--- config.mk ---
export PLATFORM = sky130hd
export DESIGN_NAME = value_slot_change_tracker_flat
export DESIGN_NICKNAME = d
export VERILOG_FILES = /design/src/rtl/core/vsct_pkg.sv /design/src/rtl/core/vsct_req_if.sv /design/src/rtl/core/vsct_rsp_if.sv /design/src/rtl/core/vsct_ctrl.sv /design/src/rtl/core/vsct_datapath.sv /design/src/rtl/core/value_slot_change_tracker.sv /design/src/flat_wrapper.sv
export SDC_FILE = /design/constraint.sdc
export NUM_CORES = 2
export LEC_CHECK = 0
export ABC_AREA = 1
export BUFFER_PORTS_ARGS = -buffer_cell sky130_fd_sc_hd__buf_4
export CAP_MARGIN = 20
export CORE_ASPECT_RATIO = 1.25
export CORE_UTILIZATION = 38
export DETAILED_ROUTE_END_ITERATION = 10
export PLACE_DENSITY = 0.56
export SLEW_MARGIN = 10
export SYNTH_ARGS = -nofsm -noshare
export SYNTH_HDL_FRONTEND = slang
export SYNTH_HIERARCHICAL = 1
export SYNTH_SLANG_ARGS = --single-unit
--- constraint.sdc ---
create_clock -name clk -period 31.1 [get_ports clk]
set_input_delay 1.555 -clock clk [delete_from_list [all_inputs] [get_ports clk]]
set_output_delay 1.555 -clock clk [all_outputs]
set_load 0.005 [all_outputs]
--- src/rtl/core/vsct_pkg.sv ---
// Shared types and codes for the value slot change tracker.
// No dependencies; vsct_ctrl, vsct_datapath, the top level and vsct_checker import it.
package vsct_pkg;

	localparam logic [2:0] OP_UPDATE     = 3'd0;
	localparam logic [2:0] OP_MARK       = 3'd1;
	localparam logic [2:0] OP_READ       = 3'd2;
	localparam logic [2:0] OP_CONNECT    = 3'd3;
	localparam logic [2:0] OP_DISCONNECT = 3'd4;
	localparam logic [2:0] OP_DISABLE    = 3'd5;
	localparam logic [2:0] OP_HEALTH     = 3'd6;

	localparam logic [1:0] KIND_BOOL   = 2'd0;
	localparam logic [1:0] KIND_INT    = 2'd1;
	localparam logic [1:0] KIND_DOUBLE = 2'd2;
	localparam logic [1:0] KIND_NONE   = 2'd3;

	localparam logic [1:0] ST_GOOD      = 2'd0;
	localparam logic [1:0] ST_UNCERTAIN = 2'd1;
	localparam logic [1:0] ST_WAITING   = 2'd2;
	localparam logic [1:0] ST_OUT_OF_SV = 2'd3;

	localparam logic [1:0] LINK_CONNECTED    = 2'd1;
	localparam logic [1:0] LINK_DISCONNECTED = 2'd2;
	localparam logic [1:0] LINK_DISABLED     = 2'd3;

	localparam logic [1:0] CFG_SLOT_COUNT  = 2'd0;
	localparam logic [1:0] CFG_ENABLE_MASK = 2'd1;
	localparam logic [1:0] CFG_KIND_MAP    = 2'd2;

	localparam int CFG_DATA_W = 32;
	localparam int HW_SLOTS   = 16;

	typedef struct packed {
		logic [2:0]         operation;
		logic [7:0]         slot;
		logic [63:0]        value_bits;
		logic [1:0]         value_kind;
		logic signed [63:0] timestamp;
	} req_t;

	typedef struct packed {
		logic               ok;
		logic [63:0]        value_out;
		logic [1:0]         kind_out;
		logic [1:0]         status_out;
		logic signed [63:0] stamp_out;
		logic [31:0]        sequence_out;
		logic               has_value_out;
		logic [1:0]         link_state;
		logic [31:0]        failure_count;
		logic signed [63:0] last_good_time;
	} rsp_t;

	typedef struct packed {
		logic capture;
		logic commit;
	} ctrl_cmd_t;

endpackage

--- src/rtl/core/vsct_req_if.sv ---
// Request channel of the value slot change tracker: valid/ready plus payload.
// No dependencies.
interface vsct_req_if;
	logic               valid;
	logic               ready;
	logic [2:0]         operation;
	logic [7:0]         slot;
	logic [63:0]        value_bits;
	logic [1:0]         value_kind;
	logic signed [63:0] timestamp;

	modport source(output valid, operation, slot, value_bits, value_kind, timestamp,
		input ready);
	modport sink(input valid, operation, slot, value_bits, value_kind, timestamp,
		output ready);
endinterface

--- src/rtl/core/vsct_rsp_if.sv ---
// Response channel of the value slot change tracker: valid/ready plus payload.
// No dependencies.
interface vsct_rsp_if;
	logic               valid;
	logic               ready;
	logic               ok;
	logic [63:0]        value_out;
	logic [1:0]         kind_out;
	logic [1:0]         status_out;
	logic signed [63:0] stamp_out;
	logic [31:0]        sequence_out;
	logic               has_value_out;
	logic [1:0]         link_state;
	logic [31:0]        failure_count;
	logic signed [63:0] last_good_time;

	modport source(output valid, ok, value_out, kind_out, status_out, stamp_out,
		sequence_out, has_value_out, link_state, failure_count, last_good_time,
		input ready);
	modport sink(input valid, ok, value_out, kind_out, status_out, stamp_out,
		sequence_out, has_value_out, link_state, failure_count, last_good_time,
		output ready);
endinterface

--- src/rtl/core/vsct_ctrl.sv ---
// Controller of the value slot change tracker: request/response handshake
// and read-then-write sequencing. Depends on vsct_pkg.
module vsct_ctrl (
	input  logic                clk,
	input  logic                arst_n,
	input  logic                req_valid,
	output logic                req_ready,
	output logic                rsp_valid,
	input  logic                rsp_ready,
	output vsct_pkg::ctrl_cmd_t cmd
);
	import vsct_pkg::*;

	typedef enum logic {
		S_IDLE,
		S_EXEC
	} state_t;

	state_t state_q;
	logic   ready_q;
	logic   valid_q;

	assign cmd.capture = req_valid && ready_q;
	assign cmd.commit  = (state_q == S_EXEC) && (!valid_q || rsp_ready);
	assign req_ready   = ready_q;
	assign rsp_valid   = valid_q;

	always_ff @(posedge clk or negedge arst_n) begin
		if (!arst_n) begin
			state_q <= S_IDLE;
			ready_q <= 1'b1;
			valid_q <= 1'b0;
		end else begin
			if (cmd.commit) begin
				valid_q <= 1'b1;
			end else if (rsp_ready) begin
				valid_q <= 1'b0;
			end
			unique case (state_q)
				S_IDLE: begin
					if (cmd.capture) begin
						state_q <= S_EXEC;
						ready_q <= 1'b0;
					end
				end
				S_EXEC: begin
					if (cmd.commit) begin
						state_q <= S_IDLE;
						ready_q <= 1'b1;
					end
				end
				default: begin
					state_q <= S_IDLE;
					ready_q <= 1'b1;
				end
			endcase
		end
	end
endmodule

--- src/rtl/core/vsct_datapath.sv ---
// Datapath of the value slot change tracker: configuration registers, slot
// memory with valid bits, change detection, health record, response register.
// Depends on vsct_pkg.
module vsct_datapath #(
	parameter int SLOT_COUNT_MAX = 16
) (
	input  logic                                clk,
	input  logic                                arst_n,
	input  vsct_pkg::ctrl_cmd_t                 cmd,
	input  vsct_pkg::req_t                      req,
	input  logic                                cfg_we,
	input  logic [1:0]                          cfg_index,
	input  logic [vsct_pkg::CFG_DATA_W-1:0]     cfg_data,
	output vsct_pkg::rsp_t                      rsp
);
	import vsct_pkg::*;

	localparam int SW = (SLOT_COUNT_MAX > 1) ? $clog2(SLOT_COUNT_MAX) : 1;

	logic [4:0]  slot_count_q;
	logic [15:0] enable_mask_q;
	logic [31:0] kind_map_q;

	logic [63:0] mem_value [SLOT_COUNT_MAX];
	logic [63:0] mem_stamp [SLOT_COUNT_MAX];
	logic [31:0] mem_seq   [SLOT_COUNT_MAX];
	logic [SLOT_COUNT_MAX-1:0] has_q;
	logic [SLOT_COUNT_MAX-1:0] unc_q;

	logic [1:0]  link_q;
	logic [31:0] fail_q;
	logic [63:0] last_q;

	// request decode, captured on accept
	logic [2:0]  op_s1;
	logic [SW-1:0] addr_s1;
	logic [63:0] val_s1;
	logic [1:0]  vkind_s1;
	logic [63:0] ts_s1;
	logic        valid_s1;
	logic        enabled_s1;
	logic [1:0]  kind_s1;
	logic        has_s1;
	logic        unc_s1;
	logic [63:0] rd_value_q;
	logic [63:0] rd_stamp_q;
	logic [31:0] rd_seq_q;

	logic [SW-1:0] req_addr;
	logic          req_valid_slot;
	logic          req_in_hw;

	assign req_addr       = req.slot[SW-1:0];
	assign req_in_hw      = req.slot < 8'(HW_SLOTS);
	assign req_valid_slot = (req.slot < 8'(slot_count_q))
		&& ({1'b0, req.slot} < 9'(SLOT_COUNT_MAX));

	function automatic logic is_nan(input logic [63:0] v);
		return (v[62:52] == 11'h7FF) && (v[51:0] != 52'd0);
	endfunction

	logic [63:0] cur_value, cur_stamp, new_value, new_stamp, new_nv, new_last;
	logic [31:0] cur_seq, new_seq, new_fail;
	logic [1:0]  cur_status, new_status, new_link;
	logic        new_has, new_unc, ok, same, vchg, chg, show;

	always_comb begin
		cur_value = has_s1 ? rd_value_q : '0;
		cur_stamp = has_s1 ? rd_stamp_q : '0;
		cur_seq   = has_s1 ? rd_seq_q : '0;
		cur_status = has_s1 ? (unc_s1 ? ST_UNCERTAIN : ST_GOOD)
			: (enabled_s1 ? ST_WAITING : ST_OUT_OF_SV);
		new_nv = (kind_s1 == KIND_BOOL) ? {63'd0, val_s1[0]} : val_s1;
		if ((kind_s1 == KIND_DOUBLE) && (is_nan(cur_value) || is_nan(new_nv))) begin
			same = is_nan(cur_value) && is_nan(new_nv);
		end else if ((kind_s1 == KIND_DOUBLE)
			&& (((cur_value | new_nv) & 64'h7FFF_FFFF_FFFF_FFFF) == 64'd0)) begin
			same = 1'b1;
		end else begin
			same = (cur_value == new_nv);
		end
		vchg = !has_s1 || !same;
		chg  = vchg || (cur_status != ST_GOOD);

		new_value = cur_value;
		new_stamp = cur_stamp;
		new_seq   = cur_seq;
		new_has   = has_s1;
		new_unc   = unc_s1;
		new_link  = link_q;
		new_fail  = fail_q;
		new_last  = last_q;
		ok        = 1'b0;
		show      = (op_s1 == OP_UPDATE || op_s1 == OP_MARK || op_s1 == OP_READ)
			&& valid_s1;

		unique case (op_s1)
			OP_UPDATE: begin
				if (valid_s1 && enabled_s1 && (kind_s1 != KIND_NONE)
					&& (vkind_s1 == kind_s1)) begin
					if (vchg) begin
						new_value = new_nv;
					end
					new_unc   = 1'b0;
					new_has   = 1'b1;
					new_stamp = ts_s1;
					if (chg) begin
						new_seq = cur_seq + 32'd1;
					end
					new_last = ts_s1;
					new_fail = '0;
					ok       = chg;
				end
			end
			OP_MARK: begin
				if (valid_s1 && enabled_s1 && has_s1 && !unc_s1) begin
					new_unc = 1'b1;
					new_seq = cur_seq + 32'd1;
					ok      = 1'b1;
				end
			end
			OP_READ: begin
				ok = valid_s1;
			end
			OP_CONNECT: begin
				new_link = LINK_CONNECTED;
				new_fail = '0;
				ok       = 1'b1;
			end
			OP_DISCONNECT: begin
				if (link_q != LINK_DISCONNECTED) begin
					new_link = LINK_DISCONNECTED;
					if (fail_q != 32'hFFFF_FFFF) begin
						new_fail = fail_q + 32'd1;
					end
				end
				ok = 1'b1;
			end
			OP_DISABLE: begin
				new_link = LINK_DISABLED;
				new_fail = '0;
				ok       = 1'b1;
			end
			OP_HEALTH: begin
				ok = 1'b1;
			end
			default: begin
				ok = 1'b0;
			end
		endcase

		new_status = new_has ? (new_unc ? ST_UNCERTAIN : ST_GOOD)
			: (enabled_s1 ? ST_WAITING : ST_OUT_OF_SV);
	end

	always_ff @(posedge clk or negedge arst_n) begin
		if (!arst_n) begin
			slot_count_q  <= '0;
			enable_mask_q <= '0;
			kind_map_q    <= '0;
			has_q         <= '0;
			unc_q         <= '0;
			link_q        <= '0;
			fail_q        <= '0;
			last_q        <= '0;
		end else begin
			if (cfg_we) begin
				unique case (cfg_index)
					CFG_SLOT_COUNT:  slot_count_q  <= cfg_data[4:0];
					CFG_ENABLE_MASK: enable_mask_q <= cfg_data[15:0];
					CFG_KIND_MAP:    kind_map_q    <= cfg_data[31:0];
					default: ;
				endcase
			end
			if (cmd.commit) begin
				link_q <= new_link;
				fail_q <= new_fail;
				last_q <= new_last;
				if (show) begin
					has_q[addr_s1] <= new_has;
					unc_q[addr_s1] <= new_unc;
				end
			end
		end
	end

	always_ff @(posedge clk) begin
		if (cmd.capture) begin
			op_s1      <= req.operation;
			addr_s1    <= req_addr;
			val_s1     <= req.value_bits;
			vkind_s1   <= req.value_kind;
			ts_s1      <= req.timestamp;
			valid_s1   <= req_valid_slot;
			enabled_s1 <= req_in_hw && enable_mask_q[req.slot[3:0]];
			kind_s1    <= req_in_hw ? kind_map_q[{req.slot[3:0], 1'b0} +: 2] : KIND_BOOL;
			has_s1     <= req_valid_slot & has_q[req_addr];
			unc_s1     <= req_valid_slot & unc_q[req_addr];
			rd_value_q <= mem_value[req_addr];
			rd_stamp_q <= mem_stamp[req_addr];
			rd_seq_q   <= mem_seq[req_addr];
		end
		if (cmd.commit && show) begin
			mem_value[addr_s1] <= new_value;
			mem_stamp[addr_s1] <= new_stamp;
			mem_seq[addr_s1]   <= new_seq;
		end
		if (cmd.commit) begin
			rsp.ok             <= ok;
			rsp.value_out      <= show ? new_value : '0;
			rsp.kind_out       <= show ? kind_s1 : '0;
			rsp.status_out     <= show ? new_status : '0;
			rsp.stamp_out      <= show ? new_stamp : '0;
			rsp.sequence_out   <= show ? new_seq : '0;
			rsp.has_value_out  <= show && new_has;
			rsp.link_state     <= new_link;
			rsp.failure_count  <= new_fail;
			rsp.last_good_time <= new_last;
		end
	end
endmodule

--- src/rtl/core/value_slot_change_tracker.sv ---
// Top level of the value slot change tracker: controller plus datapath.
// Depends on vsct_pkg, vsct_req_if, vsct_rsp_if, vsct_ctrl, vsct_datapath.
//
// Usage:
//   req carries one operation per request (update, mark unavailable, read
//   slot, connected, disconnected, disabled, read health); rsp returns one
//   result per request with the slot snapshot and the source health.
//   cfg_we/cfg_index/cfg_data write slot_count (0), slot_enable_mask (1) and
//   slot_kind_map (2); write only while no request is in flight.
//   A request is captured on acceptance and its result registered at commit;
//   a new one is accepted only after the slot memory read-modify-write of
//   the last: the entry is read at capture and written back at commit.
//   The result sits in an output register; req.ready stays up while it waits,
//   and a following request is held before commit until rsp drains.
//   Reset clears configuration, health and the per-slot valid bits at once;
//   a slot without a value reads as all zero, so no clearing pass is needed.
module value_slot_change_tracker #(
	parameter int SLOT_COUNT_MAX = 16
) (
	input  logic                            clk,
	input  logic                            arst_n,
	vsct_req_if.sink                        req,
	vsct_rsp_if.source                      rsp,
	input  logic                            cfg_we,
	input  logic [1:0]                      cfg_index,
	input  logic [vsct_pkg::CFG_DATA_W-1:0] cfg_data
);
	import vsct_pkg::*;

	ctrl_cmd_t cmd;
	req_t      req_pl;
	rsp_t      rsp_pl;

	assign req_pl.operation  = req.operation;
	assign req_pl.slot       = req.slot;
	assign req_pl.value_bits = req.value_bits;
	assign req_pl.value_kind = req.value_kind;
	assign req_pl.timestamp  = req.timestamp;

	assign rsp.ok             = rsp_pl.ok;
	assign rsp.value_out      = rsp_pl.value_out;
	assign rsp.kind_out       = rsp_pl.kind_out;
	assign rsp.status_out     = rsp_pl.status_out;
	assign rsp.stamp_out      = rsp_pl.stamp_out;
	assign rsp.sequence_out   = rsp_pl.sequence_out;
	assign rsp.has_value_out  = rsp_pl.has_value_out;
	assign rsp.link_state     = rsp_pl.link_state;
	assign rsp.failure_count  = rsp_pl.failure_count;
	assign rsp.last_good_time = rsp_pl.last_good_time;

	vsct_ctrl u_ctrl (
		.clk       (clk),
		.arst_n    (arst_n),
		.req_valid (req.valid),
		.req_ready (req.ready),
		.rsp_valid (rsp.valid),
		.rsp_ready (rsp.ready),
		.cmd       (cmd)
	);

	vsct_datapath #(
		.SLOT_COUNT_MAX (SLOT_COUNT_MAX)
	) u_datapath (
		.clk       (clk),
		.arst_n    (arst_n),
		.cmd       (cmd),
		.req       (req_pl),
		.cfg_we    (cfg_we),
		.cfg_index (cfg_index),
		.cfg_data  (cfg_data),
		.rsp       (rsp_pl)
	);
endmodule

--- src/flat_wrapper.sv ---
// flat-port wrapper written by rule: the top's interface ports become plain ports
module value_slot_change_tracker_flat import vsct_pkg::*;
#(
	parameter int SLOT_COUNT_MAX = 16
)
  (clk, arst_n, cfg_we, cfg_index, cfg_data, req_valid, req_operation, req_slot, req_value_bits, req_value_kind, req_timestamp, req_ready, rsp_valid, rsp_ok, rsp_value_out, rsp_kind_out, rsp_status_out, rsp_stamp_out, rsp_sequence_out, rsp_has_value_out, rsp_link_state, rsp_failure_count, rsp_last_good_time, rsp_ready);
  vsct_req_if req_i ();
  vsct_rsp_if rsp_i ();
  input  logic clk;
  input  logic arst_n;
  input  logic cfg_we;
  input  logic [1:0] cfg_index;
  input  logic [vsct_pkg::CFG_DATA_W-1:0] cfg_data;
  input wire logic [$bits(req_i.valid)-1:0] req_valid;
  input wire logic [$bits(req_i.operation)-1:0] req_operation;
  input wire logic [$bits(req_i.slot)-1:0] req_slot;
  input wire logic [$bits(req_i.value_bits)-1:0] req_value_bits;
  input wire logic [$bits(req_i.value_kind)-1:0] req_value_kind;
  input wire logic [$bits(req_i.timestamp)-1:0] req_timestamp;
  output wire logic [$bits(req_i.ready)-1:0] req_ready;
  output wire logic [$bits(rsp_i.valid)-1:0] rsp_valid;
  output wire logic [$bits(rsp_i.ok)-1:0] rsp_ok;
  output wire logic [$bits(rsp_i.value_out)-1:0] rsp_value_out;
  output wire logic [$bits(rsp_i.kind_out)-1:0] rsp_kind_out;
  output wire logic [$bits(rsp_i.status_out)-1:0] rsp_status_out;
  output wire logic [$bits(rsp_i.stamp_out)-1:0] rsp_stamp_out;
  output wire logic [$bits(rsp_i.sequence_out)-1:0] rsp_sequence_out;
  output wire logic [$bits(rsp_i.has_value_out)-1:0] rsp_has_value_out;
  output wire logic [$bits(rsp_i.link_state)-1:0] rsp_link_state;
  output wire logic [$bits(rsp_i.failure_count)-1:0] rsp_failure_count;
  output wire logic [$bits(rsp_i.last_good_time)-1:0] rsp_last_good_time;
  input wire logic [$bits(rsp_i.ready)-1:0] rsp_ready;
  assign req_i.valid = req_valid;
  assign req_i.operation = req_operation;
  assign req_i.slot = req_slot;
  assign req_i.value_bits = req_value_bits;
  assign req_i.value_kind = req_value_kind;
  assign req_i.timestamp = req_timestamp;
  assign req_ready = req_i.ready;
  assign rsp_valid = rsp_i.valid;
  assign rsp_ok = rsp_i.ok;
  assign rsp_value_out = rsp_i.value_out;
  assign rsp_kind_out = rsp_i.kind_out;
  assign rsp_status_out = rsp_i.status_out;
  assign rsp_stamp_out = rsp_i.stamp_out;
  assign rsp_sequence_out = rsp_i.sequence_out;
  assign rsp_has_value_out = rsp_i.has_value_out;
  assign rsp_link_state = rsp_i.link_state;
  assign rsp_failure_count = rsp_i.failure_count;
  assign rsp_last_good_time = rsp_i.last_good_time;
  assign rsp_i.ready = rsp_ready;
  value_slot_change_tracker #(.SLOT_COUNT_MAX(SLOT_COUNT_MAX)) u_core (.clk(clk), .arst_n(arst_n), .req(req_i), .rsp(rsp_i), .cfg_we(cfg_we), .cfg_index(cfg_index), .cfg_data(cfg_data));
endmodule
### After elaboration in Yosys (flattened, before gate mapping)

Memories as Yosys holds them, arrays and structs flattened. A register that Yosys moved wholly into a read port is not among the register bits.
Index checks and enable logic that the tools add are counted.

| operators by class | value |
|---|---|
| equal/unequal tests | 18 |
| add/sub/neg operators | 2 |
| reduce and logical (&&, ||, !) cells | 43 |
| multiplexer cells | 56 |
| order comparisons | 6 |
| shift-type cells | 1 |
| bitwise operators | 4 |

Operator list:

| cell | number |
|---|---|
| 64-bit two-way mux | 10 |
| 32-bit two-way mux | 7 |
| 52-bit nonzero test | 2 |
| 32-bit one-hot mux with 3 select lines | 1 |
| 32-bit by 1-bit adder with 32-bit output (second input constant) | 2 |
| 64-bit == test | 1 |
| 64-bit zero test | 1 |
| 32-bit one-hot mux with 2 select lines | 1 |
| 63-bit bitwise OR | 1 |
| 16-bit bitwise mux | 2 |
| 32-bit inequality test (second input constant) | 1 |
| 32-bit by 6-bit indexed part select with 2-bit output | 1 |
| 1-bit two-way mux | 23 |
| 11-bit == test (second input constant) | 2 |
| 1-bit logical AND | 18 |
| 8-bit by 5-bit less-than comparator with 1-bit output (second input constant) | 2 |
| 1-bit binary-select mux with 4-bit select | 3 |
| 4-bit by 5-bit less-than comparator with 1-bit output (second input constant) | 2 |
| 2-bit AND reduction | 5 |
| 3-bit == test (second input constant) | 3 |
| 8-bit by 5-bit less-than comparator with 1-bit output | 1 |
| 3-bit by 2-bit == test with 1-bit output (second input constant) | 2 |
| 1-bit logical OR | 6 |
| 2-bit two-way mux | 3 |
| other kinds (19) | 30 |

| word-level totals | value |
|---|---|
| RAM bits | 2560 |
| logic and storage cells | 164 |
| input bits | 180 |
| output and inout bits | 266 |
| memories kept | 3 |
| bits in registers | 593 |

Memories:

| memory | depth | width | read ports | clocked after Yosys merged registers in | write ports | RTL line | source |
|---|---|---|---|---|---|---|---|
| u_core.u_datapath.mem_stamp | 16 | 64 | 1 | 1 | 1 | vsct_datapath.sv:25 | `logic [63:0] mem_stamp [SLOT_COUNT_MAX];` |
| u_core.u_datapath.mem_value | 16 | 64 | 1 | 1 | 1 | vsct_datapath.sv:24 | `logic [63:0] mem_value [SLOT_COUNT_MAX];` |
| u_core.u_datapath.mem_seq | 16 | 32 | 1 | 1 | 1 | vsct_datapath.sv:26 | `logic [31:0] mem_seq [SLOT_COUNT_MAX];` |

### Longest topological paths before layout

| logic depth | value |
|---|---|
| depth in word-level cells | 13 |
| gate-level depth with buffers | 23 |
| gate-level depth less buffers | 18 |

### By module

Netlist, hierarchy kept.

Modules (own cells, without submodules):

| module | area each (um2) | sequential area each (um2) | cells an instance | times used |
|---|---|---|---|---|
| vsct_datapath | 132648.5 | 98479.4 | 10415 | 1 |
| vsct_ctrl | 130.1 | 76.3 | 17 | 1 |

### Worst setup path before layout

Ideal clock, no wire load.

| path | value |
|---|---|
| path type | input to register |
| from | in rsp_ready |
| to | reg u_core.u_datapath.has_q[15] |
| setup time | 0.117 ns |
| stages on the path | 11 |
| required time | 30.983 ns |
| setup slack | 15.499 ns |
| arrival time | 15.483 ns |
| buffers on the path | 1 |
| cell sequence | inv_1 > nand2_1 > nand2_1 > inv_1 > clkbuf_1 > inv_1 > nor4_1 > inv_1 > nor2_1 > inv_1 > o21ai_0 |

RTL lines:

| what | RTL line | source |
|---|---|---|
| start, declared | flat_wrapper.sv:32 | `input wire logic [$bits(rsp_i.ready)-1:0] rsp_ready;` |
| end signal, assigned by index | vsct_datapath.sv:180 | `has_q[addr_s1] <= new_has;` |
| end, declared | vsct_datapath.sv:27 | `logic [SLOT_COUNT_MAX-1:0] has_q;` |

==> qor.txt <==
Post-Place Setup Slack -> 22.77 ns
Die height -> 662.9 microns
Inserted Clock Buffers -> 328
HPWL Detailed -> 232300 microns
Core area -> 347600 sq um
Root Driver -> clkbuf_16
TritonCTS clock tree -> done
Leakage power -> 51.14 nW
Met3 Wirelength -> 22970 microns
Seq/Total Area, Yosys -> 0.7423
Count leader, synth -> edfxtp_1
Final Hold Viols -> 0
Vias per std cell -> 5.632
Syn_nets -> 10680
Routed met2 length -> 206600 microns
Sw frac -> 0.2109
Final global-route overflow total -> 0
Pin slew with the least headroom to its limit -> 1.165 ns
Post-synthesis cell type count -> 55
Gate count of the mapped netlist -> 10430
RSZ-0062 raised after global routing -> no
DRT Pass-1 Iters -> 8
Share of cells above drive strength 1 -> 0.1081
Asr flop ratio synth -> 0.05614
Drt wl/cell -> 26.17 microns
Tcrit/Tclk final -> 0.2430
Share of the synthesized area in the top cell type -> 0.7072
Area delta synth->final -> 13.71%
Area contributors post-synth -> edfxtp_1 71%, o21ai_0 6.6%, nor2_1 4.6%
Initial Util -> 0.3820
Final slew viol count -> 0
NetSw -> 0.001898 W
Final min period -> 7.557 ns
Final ANT Viol Nets -> 0
Headroom to the max-slew limit -> 0.2233
Clk sink count -> 3313
Post-synthesis register bit count -> 3313
I/O pins -> 446
Yosys Warn Count -> 6
Cell Pwr Density -> 59.59 nW/um^2
Initial antenna violation count -> 11
CP Capture Type -> flip-flop
Buffers on Ports -> 445
Worst Setup Path Type -> in2reg
Worst Hold Class -> reg2reg
Peak supply drop -> 46.64 uV
Skew final -> 0.07081 ns
Syn Area/Cell -> 12.73 sq um
EDFF count, synth -> 3127
CTS clock-pin slew for the worst setup and hold paths -> 0.06 ns
Synth area leader -> edfxtp_1
Setup TNS -> 0 ns
Maximum buffer depth of the clock tree -> 4
RD Place Congestion -> 0.9008
Width of the die -> 530.7 microns
Critical Path Start Type -> input port
Gr usage total -> 0.2256
Max Cap Viol -> 0
Cell internal pwr -> 0.007099 W
Number of nets in the layout -> 10900
Final worst slack -> 23.54 ns
DR top layer -> met5
Hold buffers post-CTS -> 0
Rows -> 242
Die area -> 351800 sq um
Drt drc -> 0
Post-synth design cell area -> 132800 sq um
Fmax -> 0.1323 GHz
CP arrival -> 8.27 ns
Worst path required time -> 31.81 ns
H-tree Lvls -> 5
Commonest cells in the netlist -> 3127 x edfxtp_1, 1742 x o21ai_0, 1640 x nor2_1, 915 x nand2_1, 619 x clkbuf_1
Clk pwr share -> 0.427
CTS resizes -> 0
First-pass GRT wire length -> 588900 microns
Outcome -> complete, no violations
Clock Latency Late Sink -> 0.90 ns
Logic pwr share -> 0.036
Wl on met1 -> 158500 microns
Top_reg_cell synth -> edfxtp_1
Number of post-CTS setup repair buffers -> 0
Maximum number of pins on one net before global-route repair -> 223
Sequential power share -> 0.537
Final setup vio count -> 0
DR iter-0 viols -> 8705
Total number of vias -> 87530
Crit-path max FO -> 173
Final wirelength -> 406700 microns
Vias in the first global route -> 85950
## flip-flops by register name (all words and copies together) (netlist names), 32 cells and up
signal,cells
u_core/u_datapath/fail_q,32
u_core/u_datapath/kind_map_q,32
u_core/u_datapath/last_q,64
u_core/u_datapath/mem_seq,512
u_core/u_datapath/mem_stamp,1024
u_core/u_datapath/mem_value,1024
u_core/u_datapath/rd_seq_q,32
u_core/u_datapath/rd_stamp_q,64
u_core/u_datapath/rd_value_q,64
u_core/u_datapath/rsp,264
u_core/u_datapath/ts_s1,64
u_core/u_datapath/val_s1,64
## cells in the final DEF (no fill, tap or decap), types with 222 or more instances in the layout
cell	count
clkbuf_16	336
nand2_1	914
buf_4	566
nor2_1	1621
edfxtp_1	3127
nand3_1	244
a21oi_1	222
o22ai_1	412
o21ai_0	1742
o221ai_1	292
inv_1	308
## power groups by stage
stage | clock [W] | sequential, W | combinational (W)
floorplan | 0 | 0.00493 | 0.000202
finish | 0.00384 | 0.00483 | 0.000320
global placement | 0 | 0.00493 | 0.000313
CTS | 0.00391 | 0.00483 | 0.000321
detailed placement | 0 | 0.00493 | 0.000319
global route | 0.00406 | 0.00483 | 0.000350
## per-stage QoR
stage	instances	hold slack (ns)	total power, W	util	area [sq um]
floorplan	10430	0.4476	0.005127	-	132800
global placement	14950	0.4642	0.005240	0.4048	140700
detailed placement	14960	0.4704	0.005247	0.4050	140800
CTS	15530	0.4858	0.009063	0.4342	150900
global route	15540	0.5057	0.009245	0.4344	151000
finish	15540	0.4843	0.008997	0.4344	151000
## routing by layer
layer	global-route usage	vias to the layer above
li1	-	38920
met1	0.2815	44600
met2	0.3931	3303
met3	0.02568	704
met4	0.09761	2
met5	0	-
## cell families after synthesis
family | Yosys count | synth area share
adder cells (fa/ha/maj) | 69 | 0.006502
flip-flops | 3313 | 0.7423
AND/OR/NAND/NOR | 2929 | 0.08763
multiplexers | 28 | 0.002252
buffers and inverters | 1095 | 0.03203
XOR/XNOR | 37 | 0.002441
AO/OA/AOI/OAI | 2961 | 0.1269
## worst max-delay path: stages
cell      delay, ns
buf_8          0.34
buf_4          0.61
buf_4          0.62
buf_12         0.66
buf_4          0.92
buf_4          0.70
buf_4          0.81
buf_4          0.91
o21ai_0        0.24
o221ai_1       0.25
o21ai_0        0.13
o22ai_1        0.14
## area by class of cell
| type | count | area (sq um) |
|---|---|---|
| diodes | 8 | 20.02 |
| clock buffers | 428 | 8853 |
| clock inverters | 147 | 1301 |
| fillers | 31680 | 196600 |
| inverters | 390 | 1506 |
| multi-input cells | 6024 | 30140 |
| flip-flops and latches | 3313 | 98560 |
| well taps | 4636 | 5801 |
| repair buffers | 595 | 4815 |
## final timing paths
path                       slack, ns                                  to                    startpoint  cells after the start
max                            23.54    u_core/u_datapath/rd_value_q[35]                   req_slot[0]                     12
min                             0.48             u_core/u_ctrl/req_ready       u_core/u_ctrl/req_ready                      2
max reg2reg                    25.05  u_core/u_datapath/mem_value[6][33]  u_core/u_datapath/kind_s1[1]                     19
min reg2reg                     0.48             u_core/u_ctrl/req_ready       u_core/u_ctrl/req_ready                      2
max in group asynchronous      29.03    u_core/u_datapath/kind_map_q[26]                        arst_n                      2
min in group asynchronous       0.67        u_core/u_datapath/last_q[56]                        arst_n                      1
No activity file was read; power rests on OpenSTA's default activity.
